## config.mk

```make
export PLATFORM = sky130hd
export DESIGN_NAME = hsv_to_rgb_converter_flat
export DESIGN_NICKNAME = d
export VERILOG_FILES = /design/src/rtl/hsvc_pkg.sv /design/src/rtl/hsvc_in_if.sv /design/src/rtl/hsvc_out_if.sv /design/src/rtl/hsvc_sector.sv /design/src/rtl/hsvc_terms.sv /design/src/rtl/hsv_to_rgb_converter.sv /design/src/flat_wrapper.sv
export SDC_FILE = /design/constraint.sdc
export NUM_CORES = 2
export LEC_CHECK = 0
export ABC_AREA = 1
export BUFFER_PORTS_ARGS = -buffer_cell sky130_fd_sc_hd__buf_2
export CAP_MARGIN = 25
export CORE_MARGIN = 2
export CORE_UTILIZATION = 45
export CTS_CLUSTER_SIZE = 28
export DETAILED_ROUTE_END_ITERATION = 10
export GPL_TIMING_DRIVEN = 0
export PLACE_DENSITY_LB_ADDON = 0.25
export SYNTH_ARGS = -nofsm -noshare
export SYNTH_HDL_FRONTEND = slang
export SYNTH_HIERARCHICAL = 1
export SYNTH_SLANG_ARGS = --single-unit
```

## constraint.sdc

```tcl
create_clock -name clk -period 4.1 [get_ports clk]
set_input_delay 0.82 -clock clk [delete_from_list [all_inputs] [get_ports clk]]
set_output_delay 0.82 -clock clk [all_outputs]
set_load 0.05 [all_outputs]
```

## src/rtl/hsvc_pkg.sv

```systemverilog
// ============================================================================
// hsvc_pkg: shared types and constants for the HSV to RGBA converter
// Fixed-point formats, reciprocal constants and the stage payload structs.
// ============================================================================
`default_nettype none

package hsvc_pkg;

  // Channel format: 8-bit unsigned, full scale stands for 1.0
  localparam int CHAN_W = 8;
  localparam int CMAX   = (1 << CHAN_W) - 1;

  // Hue format: signed 1/16 degree units
  localparam int HUE_W      = 16;
  localparam int HUE_FRAC   = 4;
  localparam int HUE_SECT   = 60 << HUE_FRAC;     // one 60-degree sector
  localparam int HUE_FULL   = 360 << HUE_FRAC;    // one full turn
  localparam int HUE_BIAS   = 6 * HUE_FULL;       // whole turns, lifts hue above zero
  localparam int HUE_X_W    = HUE_W + 1;          // biased hue, unsigned
  localparam int SECT_SHIFT = 6;                  // HUE_SECT = 2^6 * 15
  localparam int HUE_Y_W    = HUE_X_W - SECT_SHIFT;
  localparam int QUOT_W     = 7;                  // sectors from zero, up to 70
  localparam int REM_W      = 10;                 // position inside a sector

  // Reciprocals, all exact over the operand ranges that reach them
  localparam int RCP15_W    = 13;
  localparam int RCP15      = 4370;               // x/15  = (x * 4370) >> 16
  localparam int RCP15_SH   = 16;
  localparam int RCP6_W     = 6;
  localparam int RCP6       = 43;                 // x/6   = (x * 43) >> 8
  localparam int RCP6_SH    = 8;

  // Term arithmetic
  localparam int DEN        = CMAX * HUE_SECT;    // 244800
  localparam int NUM_W      = 18;
  localparam int PROD_W     = NUM_W + CHAN_W;
  localparam int DEN_SHIFT  = 6;                  // DEN = 2^6 * 3825
  localparam int Z_W        = PROD_W - DEN_SHIFT;
  localparam int RCPD_W     = 21;
  localparam int RCPD       = 1122868;            // x/3825 = (x * RCPD) >> 32
  localparam int RCPD_SH    = 32;
  localparam int PP_W       = 2 * CHAN_W;
  localparam int RCPC_W     = 17;
  localparam int RCPC       = 65794;              // x/255  = (x * RCPC) >> 24
  localparam int RCPC_SH    = 24;

  typedef logic [CHAN_W-1:0] chan_t;

  // Hue sectors, named by the colors at their ends
  typedef enum logic [2:0] {
    SEC_RY = 3'd0,
    SEC_YG = 3'd1,
    SEC_GC = 3'd2,
    SEC_CB = 3'd3,
    SEC_BM = 3'd4,
    SEC_MR = 3'd5
  } sector_t;

  typedef struct packed {
    sector_t          sector;
    logic [REM_W-1:0] rem;     // position inside the sector
    logic [REM_W-1:0] rem_c;   // distance to the sector end
    chan_t            sat;
    chan_t            bright;
  } sect_t;

  typedef struct packed {
    sector_t sector;
    chan_t   p;
    chan_t   q;
    chan_t   t;
    chan_t   bright;
  } terms_t;

endpackage

`default_nettype wire

```

## src/rtl/hsvc_in_if.sv

```systemverilog
// ============================================================================
// hsvc_in_if: HSV input channel
// Valid/ready handshake carrying one HSV color per item.
// ============================================================================
`default_nettype none

interface hsvc_in_if;
  import hsvc_pkg::*;

  logic              valid;
  logic              ready;
  logic signed [HUE_W-1:0] hue_sixteenths;
  chan_t             saturation;
  chan_t             brightness;

  modport source (
    output valid, hue_sixteenths, saturation, brightness,
    input  ready
  );

  modport sink (
    input  valid, hue_sixteenths, saturation, brightness,
    output ready
  );
endinterface

`default_nettype wire

```

## src/rtl/hsvc_out_if.sv

```systemverilog
// ============================================================================
// hsvc_out_if: RGBA result channel
// Valid/ready handshake carrying one RGBA color per item.
// ============================================================================
`default_nettype none

interface hsvc_out_if;
  import hsvc_pkg::*;

  logic  valid;
  logic  ready;
  chan_t red;
  chan_t green;
  chan_t blue;
  chan_t alpha;

  modport source (
    output valid, red, green, blue, alpha,
    input  ready
  );

  modport sink (
    input  valid, red, green, blue, alpha,
    output ready
  );
endinterface

`default_nettype wire

```

## src/rtl/hsvc_sector.sv

```systemverilog
// ============================================================================
// hsvc_sector: hue wrap and sector split
// Two stages: sector count by reciprocal, then remainder and sector mod 6.
// ============================================================================
`default_nettype none

module hsvc_sector (
  input  logic                               clk,
  input  logic                               rst_n,
  input  logic                               in_valid,
  output logic                               in_ready,
  input  logic signed [hsvc_pkg::HUE_W-1:0]  in_hue,
  input  hsvc_pkg::chan_t                    in_sat,
  input  hsvc_pkg::chan_t                    in_bright,
  output logic                               out_valid,
  input  logic                               out_ready,
  output hsvc_pkg::sect_t                    out_sect
);
  import hsvc_pkg::*;

  localparam int QP_W = HUE_Y_W + RCP15_W;
  localparam int SP_W = QUOT_W + RCP6_W;

  logic                 s1_en;
  logic                 s2_en;
  logic                 s1_valid_r;
  logic                 s2_valid_r;
  logic [HUE_X_W-1:0]   hue_x;
  logic [HUE_Y_W-1:0]   hue_y;
  logic [QP_W-1:0]      quot_prod;
  logic [QUOT_W-1:0]    quot_nxt;
  logic [HUE_X_W-1:0]   s1_x_r;
  logic [QUOT_W-1:0]    s1_quot_r;
  chan_t                s1_sat_r;
  chan_t                s1_bright_r;
  logic [HUE_X_W-1:0]   base;
  logic [HUE_X_W-1:0]   rem_full;
  logic [SP_W-1:0]      sec_prod;
  logic [QUOT_W-1:0]    turns6;
  logic [QUOT_W-1:0]    sec_idx;
  sect_t                sect_nxt;
  sect_t                out_sect_r;

  // Each stage moves when it is empty or its successor moves
  assign s2_en    = !s2_valid_r || out_ready;
  assign s1_en    = !s1_valid_r || s2_en;
  assign in_ready = s1_en;

  // Stage 1: bias by whole turns, count sectors: x/960 = (x>>6)/15
  assign hue_x     = HUE_X_W'({in_hue[HUE_W-1], in_hue}) + HUE_X_W'(HUE_BIAS);
  assign hue_y     = hue_x[HUE_X_W-1:SECT_SHIFT];
  assign quot_prod = {{RCP15_W{1'b0}}, hue_y} * QP_W'(RCP15);
  assign quot_nxt  = quot_prod[RCP15_SH +: QUOT_W];

  // Stage 2: remainder in the sector, sector count modulo six
  assign base     = {{(HUE_X_W-QUOT_W){1'b0}}, s1_quot_r} * HUE_X_W'(HUE_SECT);
  assign rem_full = s1_x_r - base;
  assign sec_prod = {{RCP6_W{1'b0}}, s1_quot_r} * SP_W'(RCP6);
  assign turns6   = QUOT_W'(sec_prod[SP_W-1:RCP6_SH]) * QUOT_W'(6);
  assign sec_idx  = s1_quot_r - turns6;

  always_comb begin
    sect_nxt.sector = sector_t'(sec_idx[2:0]);
    sect_nxt.rem    = rem_full[REM_W-1:0];
    sect_nxt.rem_c  = REM_W'(HUE_SECT) - rem_full[REM_W-1:0];
    sect_nxt.sat    = s1_sat_r;
    sect_nxt.bright = s1_bright_r;
  end

  always_ff @(posedge clk) begin
    if (!rst_n) begin
      s1_valid_r <= 1'b0;
      s2_valid_r <= 1'b0;
    end else begin
      if (s1_en) s1_valid_r <= in_valid;
      if (s2_en) s2_valid_r <= s1_valid_r;
    end
  end

  always_ff @(posedge clk) begin
    if (s1_en && in_valid) begin
      s1_x_r      <= hue_x;
      s1_quot_r   <= quot_nxt;
      s1_sat_r    <= in_sat;
      s1_bright_r <= in_bright;
    end
    if (s2_en && s1_valid_r) begin
      out_sect_r <= sect_nxt;
    end
  end

  assign out_valid = s2_valid_r;
  assign out_sect  = out_sect_r;

endmodule

`default_nettype wire

```

## src/rtl/hsvc_terms.sv

```systemverilog
// ============================================================================
// hsvc_terms: p, q and t term pipeline
// Three stages: saturation products, brightness products, exact divides.
// ============================================================================
`default_nettype none

module hsvc_terms (
  input  logic             clk,
  input  logic             rst_n,
  input  logic             in_valid,
  output logic             in_ready,
  input  hsvc_pkg::sect_t  in_sect,
  output logic             out_valid,
  input  logic             out_ready,
  output hsvc_pkg::terms_t out_terms
);
  import hsvc_pkg::*;

  localparam int SR_W  = CHAN_W + REM_W;
  localparam int ZQ_W  = Z_W + RCPD_W;
  localparam int PQ_W  = PP_W + RCPC_W;

  logic               s3_en;
  logic               s4_en;
  logic               s5_en;
  logic               s3_valid_r;
  logic               s4_valid_r;
  logic               s5_valid_r;

  logic [SR_W-1:0]    sq_prod;
  logic [SR_W-1:0]    st_prod;
  logic [NUM_W-1:0]   s3_num_q_r;
  logic [NUM_W-1:0]   s3_num_t_r;
  chan_t              s3_num_p_r;
  sector_t            s3_sector_r;
  chan_t              s3_bright_r;

  logic [PROD_W-1:0]  s4_prod_q_r;
  logic [PROD_W-1:0]  s4_prod_t_r;
  logic [PP_W-1:0]    s4_prod_p_r;
  sector_t            s4_sector_r;
  chan_t              s4_bright_r;

  logic [ZQ_W-1:0]    div_q;
  logic [ZQ_W-1:0]    div_t;
  logic [PQ_W-1:0]    div_p;
  terms_t             terms_nxt;
  terms_t             out_terms_r;

  assign s5_en    = !s5_valid_r || out_ready;
  assign s4_en    = !s4_valid_r || s5_en;
  assign s3_en    = !s3_valid_r || s4_en;
  assign in_ready = s3_en;

  // Stage 3: s*r and s*(SECT-r), folded into the numerators
  assign sq_prod = {{REM_W{1'b0}}, in_sect.sat} * {{CHAN_W{1'b0}}, in_sect.rem};
  assign st_prod = {{REM_W{1'b0}}, in_sect.sat} * {{CHAN_W{1'b0}}, in_sect.rem_c};

  // Stage 5: exact floors, DEN by shift then reciprocal, CMAX by reciprocal
  assign div_q = {{RCPD_W{1'b0}}, s4_prod_q_r[PROD_W-1:DEN_SHIFT]} * ZQ_W'(RCPD);
  assign div_t = {{RCPD_W{1'b0}}, s4_prod_t_r[PROD_W-1:DEN_SHIFT]} * ZQ_W'(RCPD);
  assign div_p = {{RCPC_W{1'b0}}, s4_prod_p_r} * PQ_W'(RCPC);

  always_comb begin
    terms_nxt.sector = s4_sector_r;
    terms_nxt.q      = div_q[RCPD_SH +: CHAN_W];
    terms_nxt.t      = div_t[RCPD_SH +: CHAN_W];
    terms_nxt.p      = div_p[RCPC_SH +: CHAN_W];
    terms_nxt.bright = s4_bright_r;
  end

  always_ff @(posedge clk) begin
    if (!rst_n) begin
      s3_valid_r <= 1'b0;
      s4_valid_r <= 1'b0;
      s5_valid_r <= 1'b0;
    end else begin
      if (s3_en) s3_valid_r <= in_valid;
      if (s4_en) s4_valid_r <= s3_valid_r;
      if (s5_en) s5_valid_r <= s4_valid_r;
    end
  end

  always_ff @(posedge clk) begin
    if (s3_en && in_valid) begin
      s3_num_q_r  <= NUM_W'(DEN) - NUM_W'(sq_prod);
      s3_num_t_r  <= NUM_W'(DEN) - NUM_W'(st_prod);
      s3_num_p_r  <= chan_t'(CMAX) - in_sect.sat;
      s3_sector_r <= in_sect.sector;
      s3_bright_r <= in_sect.bright;
    end
    if (s4_en && s3_valid_r) begin
      s4_prod_q_r <= {{NUM_W{1'b0}}, s3_bright_r} * {{CHAN_W{1'b0}}, s3_num_q_r};
      s4_prod_t_r <= {{NUM_W{1'b0}}, s3_bright_r} * {{CHAN_W{1'b0}}, s3_num_t_r};
      s4_prod_p_r <= {{CHAN_W{1'b0}}, s3_bright_r} * {{CHAN_W{1'b0}}, s3_num_p_r};
      s4_sector_r <= s3_sector_r;
      s4_bright_r <= s3_bright_r;
    end
    if (s5_en && s4_valid_r) begin
      out_terms_r <= terms_nxt;
    end
  end

  assign out_valid = s5_valid_r;
  assign out_terms = out_terms_r;

`ifndef ASSERT_OFF
  // No term exceeds the brightness it scales
  a_terms_bounded: assert property (@(posedge clk) disable iff (!rst_n)
    out_valid |-> (out_terms.p <= out_terms.bright) && (out_terms.q <= out_terms.bright)
                  && (out_terms.t <= out_terms.bright))
    else $error("hsvc_terms: term above brightness");

  // p is the floor of the sector: q and t never fall below it
  a_terms_order: assert property (@(posedge clk) disable iff (!rst_n)
    out_valid |-> (out_terms.q >= out_terms.p) && (out_terms.t >= out_terms.p))
    else $error("hsvc_terms: q or t below p");
`endif

endmodule

`default_nettype wire

```

## src/rtl/hsv_to_rgb_converter.sv

```systemverilog
// ============================================================================
// hsv_to_rgb_converter: HSV to RGBA color conversion, one pixel per item
// Six-stage pipeline: hue wrap, sector split, terms, divides, channel select.
// ============================================================================
// Acceptance: the first of the six register stages loads at the accepting edge.
// Throughput: 1 item per cycle while the sink is ready; each of the six
//   register stages holds one item and moves whenever it is empty or its
//   successor moves.
// Reset: synchronous, active low; clears the stage valid bits only.
`default_nettype none

module hsv_to_rgb_converter (
  input  logic       clk,
  input  logic       rst_n,
  hsvc_in_if.sink    in_ch,
  hsvc_out_if.source out_ch
);
  import hsvc_pkg::*;

  // Handshake between the sector split and the term pipeline
  logic    sect_valid;
  logic    sect_ready;
  sect_t   sect;

  // Handshake between the term pipeline and the output stage
  logic    terms_valid;
  logic    terms_ready;
  terms_t  terms;

  // Output stage
  logic    out_en;
  logic    out_valid_r;
  chan_t   red_nxt;
  chan_t   green_nxt;
  chan_t   blue_nxt;
  chan_t   alpha_nxt;
  chan_t   red_r;
  chan_t   green_r;
  chan_t   blue_r;
  chan_t   alpha_r;

  // Stages 1-2: wrap the hue into one turn, split into sector and position
  hsvc_sector u_sector (
    .clk       (clk),
    .rst_n     (rst_n),
    .in_valid  (in_ch.valid),
    .in_ready  (in_ch.ready),
    .in_hue    (in_ch.hue_sixteenths),
    .in_sat    (in_ch.saturation),
    .in_bright (in_ch.brightness),
    .out_valid (sect_valid),
    .out_ready (sect_ready),
    .out_sect  (sect)
  );

  // Stages 3-5: exact floors of the p, q and t terms
  hsvc_terms u_terms (
    .clk       (clk),
    .rst_n     (rst_n),
    .in_valid  (sect_valid),
    .in_ready  (sect_ready),
    .in_sect   (sect),
    .out_valid (terms_valid),
    .out_ready (terms_ready),
    .out_terms (terms)
  );

  // Stage 6: the output register. Load when empty or when the sink takes
  // the current item; this keeps the pipeline filling behind a waiting
  // result as long as any stage holds a bubble.
  assign out_en      = !out_valid_r || out_ch.ready;
  assign terms_ready = out_en;

  // Route v, p, q, t to the channels by sector. The dominant channel is the
  // brightness itself. Zero saturation needs no special arm: all terms then
  // equal the brightness. Zero brightness drives every term to zero.
  always_comb begin
    case (terms.sector)
      SEC_RY: begin
        red_nxt   = terms.bright;
        green_nxt = terms.t;
        blue_nxt  = terms.p;
      end
      SEC_YG: begin
        red_nxt   = terms.q;
        green_nxt = terms.bright;
        blue_nxt  = terms.p;
      end
      SEC_GC: begin
        red_nxt   = terms.p;
        green_nxt = terms.bright;
        blue_nxt  = terms.t;
      end
      SEC_CB: begin
        red_nxt   = terms.p;
        green_nxt = terms.q;
        blue_nxt  = terms.bright;
      end
      SEC_BM: begin
        red_nxt   = terms.t;
        green_nxt = terms.p;
        blue_nxt  = terms.bright;
      end
      default: begin
        red_nxt   = terms.bright;
        green_nxt = terms.p;
        blue_nxt  = terms.q;
      end
    endcase
  end

  // Alpha: opaque unless the brightness is zero
  assign alpha_nxt = (terms.bright != '0) ? chan_t'(CMAX) : '0;

  always_ff @(posedge clk) begin
    if (!rst_n) begin
      out_valid_r <= 1'b0;
    end else if (out_en) begin
      out_valid_r <= terms_valid;
    end
  end

  // Hold the payload while the sink stalls
  always_ff @(posedge clk) begin
    if (out_en && terms_valid) begin
      red_r   <= red_nxt;
      green_r <= green_nxt;
      blue_r  <= blue_nxt;
      alpha_r <= alpha_nxt;
    end
  end

  assign out_ch.valid = out_valid_r;
  assign out_ch.red   = red_r;
  assign out_ch.green = green_r;
  assign out_ch.blue  = blue_r;
  assign out_ch.alpha = alpha_r;

`ifndef ASSERT_OFF
  // A transparent result is black in every channel
  a_alpha_black: assert property (@(posedge clk) disable iff (!rst_n)
    out_ch.valid && (out_ch.alpha == '0) |->
      (out_ch.red == '0) && (out_ch.green == '0) && (out_ch.blue == '0))
    else $error("hsv_to_rgb_converter: zero alpha with a lit channel");

  // Alpha is only ever fully transparent or fully opaque
  a_alpha_code: assert property (@(posedge clk) disable iff (!rst_n)
    out_ch.valid |-> (out_ch.alpha == '0) || (out_ch.alpha == chan_t'(CMAX)))
    else $error("hsv_to_rgb_converter: alpha neither 0 nor full scale");

  // With the output stage empty every stage can move, so input is open
  a_ready_when_drained: assert property (@(posedge clk) disable iff (!rst_n)
    !out_ch.valid |-> in_ch.ready)
    else $error("hsv_to_rgb_converter: input blocked with output empty");
`endif

endmodule

`default_nettype wire

```

## src/flat_wrapper.sv

```systemverilog
// flat-port wrapper written by rule: the top's interface ports become plain ports
module hsv_to_rgb_converter_flat import hsvc_pkg::*;
  (clk, rst_n, in_ch_valid, in_ch_hue_sixteenths, in_ch_saturation, in_ch_brightness, in_ch_ready, out_ch_valid, out_ch_red, out_ch_green, out_ch_blue, out_ch_alpha, out_ch_ready);
  hsvc_in_if in_ch_i ();
  hsvc_out_if out_ch_i ();
  input  logic clk;
  input  logic rst_n;
  input wire logic [$bits(in_ch_i.valid)-1:0] in_ch_valid;
  input wire logic [$bits(in_ch_i.hue_sixteenths)-1:0] in_ch_hue_sixteenths;
  input wire logic [$bits(in_ch_i.saturation)-1:0] in_ch_saturation;
  input wire logic [$bits(in_ch_i.brightness)-1:0] in_ch_brightness;
  output wire logic [$bits(in_ch_i.ready)-1:0] in_ch_ready;
  output wire logic [$bits(out_ch_i.valid)-1:0] out_ch_valid;
  output wire logic [$bits(out_ch_i.red)-1:0] out_ch_red;
  output wire logic [$bits(out_ch_i.green)-1:0] out_ch_green;
  output wire logic [$bits(out_ch_i.blue)-1:0] out_ch_blue;
  output wire logic [$bits(out_ch_i.alpha)-1:0] out_ch_alpha;
  input wire logic [$bits(out_ch_i.ready)-1:0] out_ch_ready;
  assign in_ch_i.valid = in_ch_valid;
  assign in_ch_i.hue_sixteenths = in_ch_hue_sixteenths;
  assign in_ch_i.saturation = in_ch_saturation;
  assign in_ch_i.brightness = in_ch_brightness;
  assign in_ch_ready = in_ch_i.ready;
  assign out_ch_valid = out_ch_i.valid;
  assign out_ch_red = out_ch_i.red;
  assign out_ch_green = out_ch_i.green;
  assign out_ch_blue = out_ch_i.blue;
  assign out_ch_alpha = out_ch_i.alpha;
  assign out_ch_i.ready = out_ch_ready;
  hsv_to_rgb_converter u_core (.clk(clk), .rst_n(rst_n), .in_ch(in_ch_i), .out_ch(out_ch_i));
endmodule
```

Word level (Yosys, flattened, before mapping)

Cells that the tools add are included.
W data, S select, Z words.

$add $sub $neg: 7
Multiply operators: 12
Equality and inequality tests: 4
Multiplexer cells: 4
Reductions and logical operators: 24

Operator list:

| operator                 | number |
|---|---|
| $mul A20 B19 Y38 const B | 2 |
| $pmux W8 S3              | 3 |
| $mul A8 B18 Y26          | 2 |
| $mul A8 B10 Y18          | 2 |
| $sub A18 B18 Y18 const A | 2 |
| $mul A16 B16 Y31 const B | 1 |
| $mul A11 B12 Y22 const B | 1 |
| $add A17 B16 Y17 const B | 1 |
| $mul A8 B8 Y16           | 1 |
| $mul A7 B6 Y13 const B   | 1 |
| $sub A10 B10 Y10         | 1 |
| $sub A10 B10 Y10 const A | 1 |
| $mux W8                  | 1 |
| $reduce_bool A8 Y1       | 1 |
| $reduce_or A2 Y1         | 4 |
| $sub A8 B8 Y8 const A    | 1 |
| $mul A7 B4 Y4 const B    | 1 |
| $eq A3 B2 Y1 const B     | 2 |
| $logic_and A1 B1 Y1      | 6 |
| $logic_not A1 Y1         | 6 |
| $logic_or A1 B1 Y1       | 6 |
| $mul A5 B2 Y2 const B    | 1 |
| $eq A3 B1 Y1 const B     | 1 |
| $eq A3 B3 Y1 const B     | 1 |
| 2 further kinds          | 2 |

Register bits: 279
Input bits: 36
Output and inout port bits: 34
Word-level logic and storage cells: 85

Logic depth before layout (Yosys ltp)

Depth in word-level cells: 8
Mapped depth: 25
Gate-level depth less buffers: 25

By module

The synthesis kept the hierarchy.

Modules (own cells, without submodules):

| module               | times used | cells each | area each (um^2) | seq. area each (um^2) |
|---|---|---|---|---|
| hsvc_terms           | 1          | 4303       | 34461.8          | 4774.6 |
| hsvc_sector          | 1          | 438        | 4659.5           | 2172.1 |
| hsv_to_rgb_converter | 1          | 185        | 1554.0           | 770.7 |

Worst setup path after synthesis

OpenSTA, ideal clock, no wires.

Path type: reg-to-reg
Start point: reg u_core.u_terms.s3_bright_r[2]
End point: reg u_core.u_terms.s4_prod_t_r[24], data pin
Setup time: 0.252 ns
Data arrival time: 4.163 ns
Slack: -0.315 ns
Stages on the path, launching flop included: 21
Path buffers: 2
Cell sequence: edfxtp_1 -> clkbuf_1 -> clkbuf_1 -> nand2_1 -> fa_1 -> fa_1 -> inv_1 -> fa_1 -> inv_1 -> fa_1 -> inv_1 -> ha_1 -> a21o_1 -> nor2_1 -> o21ai_2 -> nand3_1 -> nand2_2 -> a21oi_1 -> inv_1 -> nand2_1 -> nand2_1

Word-level cells in the longest chain between the ends: 1

Ends and longest elaborated chain:

| what                   | line             | text |
|---|---|---|
| from (decl)            | hsvc_terms.sv:36 | `chan_t s3_bright_r;` |
| from (signal assigned) | hsvc_terms.sv:90 | `s3_bright_r <= in_sect.bright;` |
| $mul A8 B18 Y26        | hsvc_terms.sv:94 | `s4_prod_t_r <= {{NUM_W{1'b0}}, s3_bright_r} * {{CHAN_W{1'b0}}, s3_num_t_r};` |
| to (signal assigned)   | hsvc_terms.sv:94 |  |
| to (decl)              | hsvc_terms.sv:39 | `logic [PROD_W-1:0] s4_prod_t_r;` |

Every way passes these cells.
A chain may end at the register's enable or synchronous reset.

Final worst setup path

Start point: reg u_core.u_terms.s3_bright_r[6]
End point: reg u_core.u_terms.s4_prod_q_r[23], data pin

Word-level cells in the longest chain between the ends: 1

Ends and longest elaborated chain:

| what                 | line             | text |
|---|---|---|
| $mul A8 B18 Y26      | hsvc_terms.sv:93 | `s4_prod_q_r <= {{NUM_W{1'b0}}, s3_bright_r} * {{CHAN_W{1'b0}}, s3_num_q_r};` |
| to (signal assigned) | hsvc_terms.sv:93 |  |
| to (decl)            | hsvc_terms.sv:38 | `logic [PROD_W-1:0] s4_prod_q_r;` |

Every way passes these cells.

==> reports/metrics.csv <==
stage,metric,value,unit
yosys,syn avg cell area,8.26,sq um
setup_path,crit path max fanout,8,
timing,Slew Limit Fails,0,
clock_network,TritonCTS Sinks,259,
setup_path,crit path max-delay cell type,fa_1,
hold_path,Hold Crit Depth,0,
floorplan,Initial Util,45.3,%
drt,DRT Pass-1 Iters,6,
setup_path,CP Data Arrival Time,4.82,ns
placed_design,routability cong.,0.890,
drt,WL/cell,16.1,um
global_routing,total track usage,22.2,%
final_layout,area delta synth->final,24.6,%
drt,post-DR vias/cell,4.96,
timing,Slew Limit Headroom,43.3,%
run,max-cap violations,0,
timing,Final Hold Violating Endpoints,0,
clock_network,H-tree Lvls,1,
drt,vias,32175,
clock_network,CTS tree,yes,
setup_path,crit-path max cell delay,0.52,ns
timing,Setup-failing EPs final,71,
final_layout,layout cell share with drive strength beyond 1,22.7,%
drt,DRC,0,
timing,final worst path period share,110,%
hold_path,hold wc startpoint,u_core/u_sector/out_sect[3],
hold_path,WHS Endpoint,u_core/u_terms/s3_bright_r[3],
placed_design,post-DP HPWL,79100,um
setup_path,family with the most delay on the worst path,adder cells,
final_layout,fin nets,6481,
setup_path,R2R depth,16,
setup_path,Worst Setup End Kind,flip-flop,
drt,remaining antenna violation count,0,
clock_network,Max clock buf depth,3,
yosys,mapped cell area,40700,sq um
yosys,"Seq/Total Area, Yosys",19.0,%
floorplan,die area,92800,sq um
global_routing,global route overflow,0,
clock_network,clock buffer count from CTS,29,
yosys,Synth Instances,4926,
drt,Detailed Route WL,105000,um
yosys,Syn. warnings,6,
clock_network,Worst-path clk slew,0.06,ns
floorplan,die height,305,um
global_routing,pin count of the biggest net entering global routing,47,
timing,RSZ-0062 raised after global routing,yes,
timing,worst setup margin,-0.399,ns
timing,worst hold slack,0.411,ns
timing,final worst clock skew,0.0153,ns
global_routing,global-route wire length before repair,167000,um
setup_path,RR Endpoint,u_core/u_terms/s4_prod_q_r[23],
timing,Peak Freq,0.222,GHz
run_status,status,"finished, violations left",
setup_path,Crit Path Class,reg -> reg,
setup_path,most frequent CP cell,fa_1,
clock_network,root buffer cell,clkbuf_16,
global_routing,vias in the first global route,32654,
floorplan,# IOs,70,
setup_path,Worst R2R Start,u_core/u_terms/s3_bright_r[6],
floorplan,Die X,305,um
setup_path,CP Launch Type,flip-flop,
floorplan,core region area,89700,sq um
yosys,syn nets,6115,
floorplan,Cell Rows,110,
setup_path,crit path cell chain,clkbuf_16 -> clkbuf_16 -> nand2_4 -> inv_2 -> fa_1 -> fa_1 -> fa_1 -> inv_2 -> fa_1 -> inv_2 -> ha_4 -> nand2_4 -> nor4_4 -> nand2_2 -> o211ai_1 -> nand2_2,
global_routing,initial antenna violation count,2,
run_status,failing checks,negative setup slack,
timing,Worst-Margin Slew,0.851,ns
hold_path,Min-Delay Path Class,reg -> reg,
setup_path,Worst Path Required,4.42,ns
setup_path,worst-case register-to-register setup slack,-0.40,ns
drt,initial DRC count,1719,
setup_path,worst path bufs/invs,5,
clock_network,worst-skew pair later-pin latency,0.58,ns
timing,min cycle time layout,4.50,ns
yosys,"FF+latch count, synth",259,
placed_design,port buffer count,69,
yosys,Synth cell types,46,
placed cells by master (no fill, tap or decap), types with 26 or more instances in the layout:
cell,netlist,final
o21ai_0,80,35
a21oi_1,188,89
buf_2,5,73
a21o_1,27,27
a21oi_2,2,63
a21oi_4,0,38
ha_1,679,540
ha_4,0,132
inv_1,1387,1271
nand2_4,0,54
clkbuf_16,0,47
fa_1,474,442
nand2_1,1096,953
nor2_2,7,36
edfxtp_1,253,253
fa_2,0,32
xnor2_1,32,26
nand4_1,54,54
nor2_1,162,112
buf_4,9,234
inv_2,5,118
nand3_1,119,96
xor2_1,74,60
buf_6,1,58
nand2_2,18,106
clkbuf_1,114,36
synth_stat cells (all sizes together):
| master | instances | area (sq um) |
|---|---|---|
| clkbuf | 114 | 428 |
| o211ai | 5 | 37.5 |
| o21bai | 20 | 176 |
| o211a | 1 | 10.0 |
| clkinv | 3 | 11.3 |
| nand2 | 1114 | 4230 |
| a31oi | 10 | 62.6 |
| o31ai | 1 | 7.51 |
| a21boi | 7 | 52.6 |
| nor3b | 1 | 7.51 |
| nand3 | 122 | 626 |
| buf | 15 | 104 |
| nor4 | 12 | 75.1 |
| inv | 1392 | 5230 |
| ha | 679 | 8500 |
| a211oi | 4 | 30.0 |
| o21ai | 86 | 438 |
| o311ai | 1 | 8.76 |
| a21oi | 190 | 958 |
| a21o | 27 | 203 |
| or2 | 3 | 18.8 |
| nand3b | 11 | 82.6 |
| o21a | 5 | 37.5 |
| xnor2 | 32 | 280 |
| edfxtp | 253 | 7600 |
| nor3 | 38 | 195 |
| dfxtp | 6 | 120 |
| nand4 | 54 | 338 |
| fa | 474 | 9490 |
| xor2 | 74 | 648 |
| nor2 | 172 | 686 |
routing by layer:
| layer | up-vias | GRT usage, % | share of wire (%) |
|---|---|---|---|
| li1 | 15728 | - | - |
| met1 | 15455 | 30.2 | 45 |
| met2 | 827 | 38.0 | 48 |
| met3 | 163 | 1.84 | 4.8 |
| met4 | 2 | 5.91 | 2.9 |
| met5 | - | 0 | 0.012 |
layout make-up:
cell class	instances	area, sq um
fillers	7812	39100
multi-input cells	3143	31200
flip-flops and latches	259	7720
inverters	1395	5250
repair buffers	363	2910
well taps	1176	1470
plain buffers	101	1090
clock buffers	32	737
clock inverters	22	265
diodes	1	2.50
registers in the layout, indices dropped and copies added, names as in the netlist, 3 cells and up:
name                         cells
u_core/out_ch.blue               8
u_core/out_ch.green              8
u_core/out_ch.red                8
u_core/u_sector/out_sect        38
u_core/u_sector/s1_bright_r      8
u_core/u_sector/s1_quot_r        7
u_core/u_sector/s1_sat_r         8
u_core/u_sector/s1_x_r          10
u_core/u_terms/out_terms        35
u_core/u_terms/s3_bright_r       8
u_core/u_terms/s3_num_p_r        8
u_core/u_terms/s3_num_q_r       18
u_core/u_terms/s3_num_t_r       18
u_core/u_terms/s3_sector_r       3
u_core/u_terms/s4_bright_r       8
u_core/u_terms/s4_prod_p_r      16
u_core/u_terms/s4_prod_q_r      20
u_core/u_terms/s4_prod_t_r      20
u_core/u_terms/s4_sector_r       3
logic make-up (layout without fill, tap and decap cells):
group	Yosys count	in the layout	share of synthesized area, %
other cells	0	1	0
simple gates	1527	1527	15.4
xor+xnor	106	106	2.28
fa+ha+maj	1153	1153	44.2
compound gates	357	357	4.97
flops	259	259	19.0
buf+inv	1524	1913	14.2
per-stage QoR:
step	std cells	setup slack (ns)	cell area, sq um	TNS (ns)	utilization, %
after CTS	6414	-0.359	48700	-11.87	54.3
after detailed placement	6176	-0.793	43600	-45.01	48.6
after global placement	6171	-0.773	43500	-71.30	48.4
final	6492	-0.399	50700	-16.50	56.5
after floorplan	4926	-0.0656	41600	-0.114	-
after global routing	6491	-0.551	50700	-26.88	56.5
timing repair:
item,4_1_cts,5_1_grt
hold buffers,0,0
gates cloned,6,1
endpoints found under the setup margin,84,89
pin swaps,266,256
buffers inserted,200,87
resized for setup,564,355
worst max path at each step:
stage | depth (start not counted) | startpoint | endpoint
after floorplan | 19 | u_core/u_terms/s4_prod_t_r[19] | u_core/u_terms/out_terms[9]
after global placement | 18 | u_core/u_terms/s3_bright_r[6] | u_core/u_terms/s4_prod_q_r[25]
after detailed placement | 18 | u_core/u_terms/s3_bright_r[6] | u_core/u_terms/s4_prod_q_r[25]
after CTS | 19 | u_core/u_terms/s3_bright_r[6] | u_core/u_terms/s4_prod_q_r[25]
after global routing | 21 | u_core/u_terms/s3_bright_r[6] | u_core/u_terms/s4_prod_t_r[25]
final | 16 | u_core/u_terms/s3_bright_r[6] | u_core/u_terms/s4_prod_q_r[23]
worst reg2reg max path, cell delays in order, from the launching register on:
cell	delay [ns]
edfxtp_1	0.45
clkbuf_16	0.22
clkbuf_16	0.20
nand2_4	0.06
inv_2	0.04
fa_1	0.52
fa_1	0.44
fa_1	0.51
inv_2	0.04
fa_1	0.51
inv_2	0.05
ha_4	0.33
nand2_4	0.09
nor4_4	0.31
nand2_2	0.13
o211ai_1	0.22
nand2_2	0.10
Power is left out: the tool's default activity adds up to more than one toggle a clock period on the data nets, which glitch-free logic cannot reach.
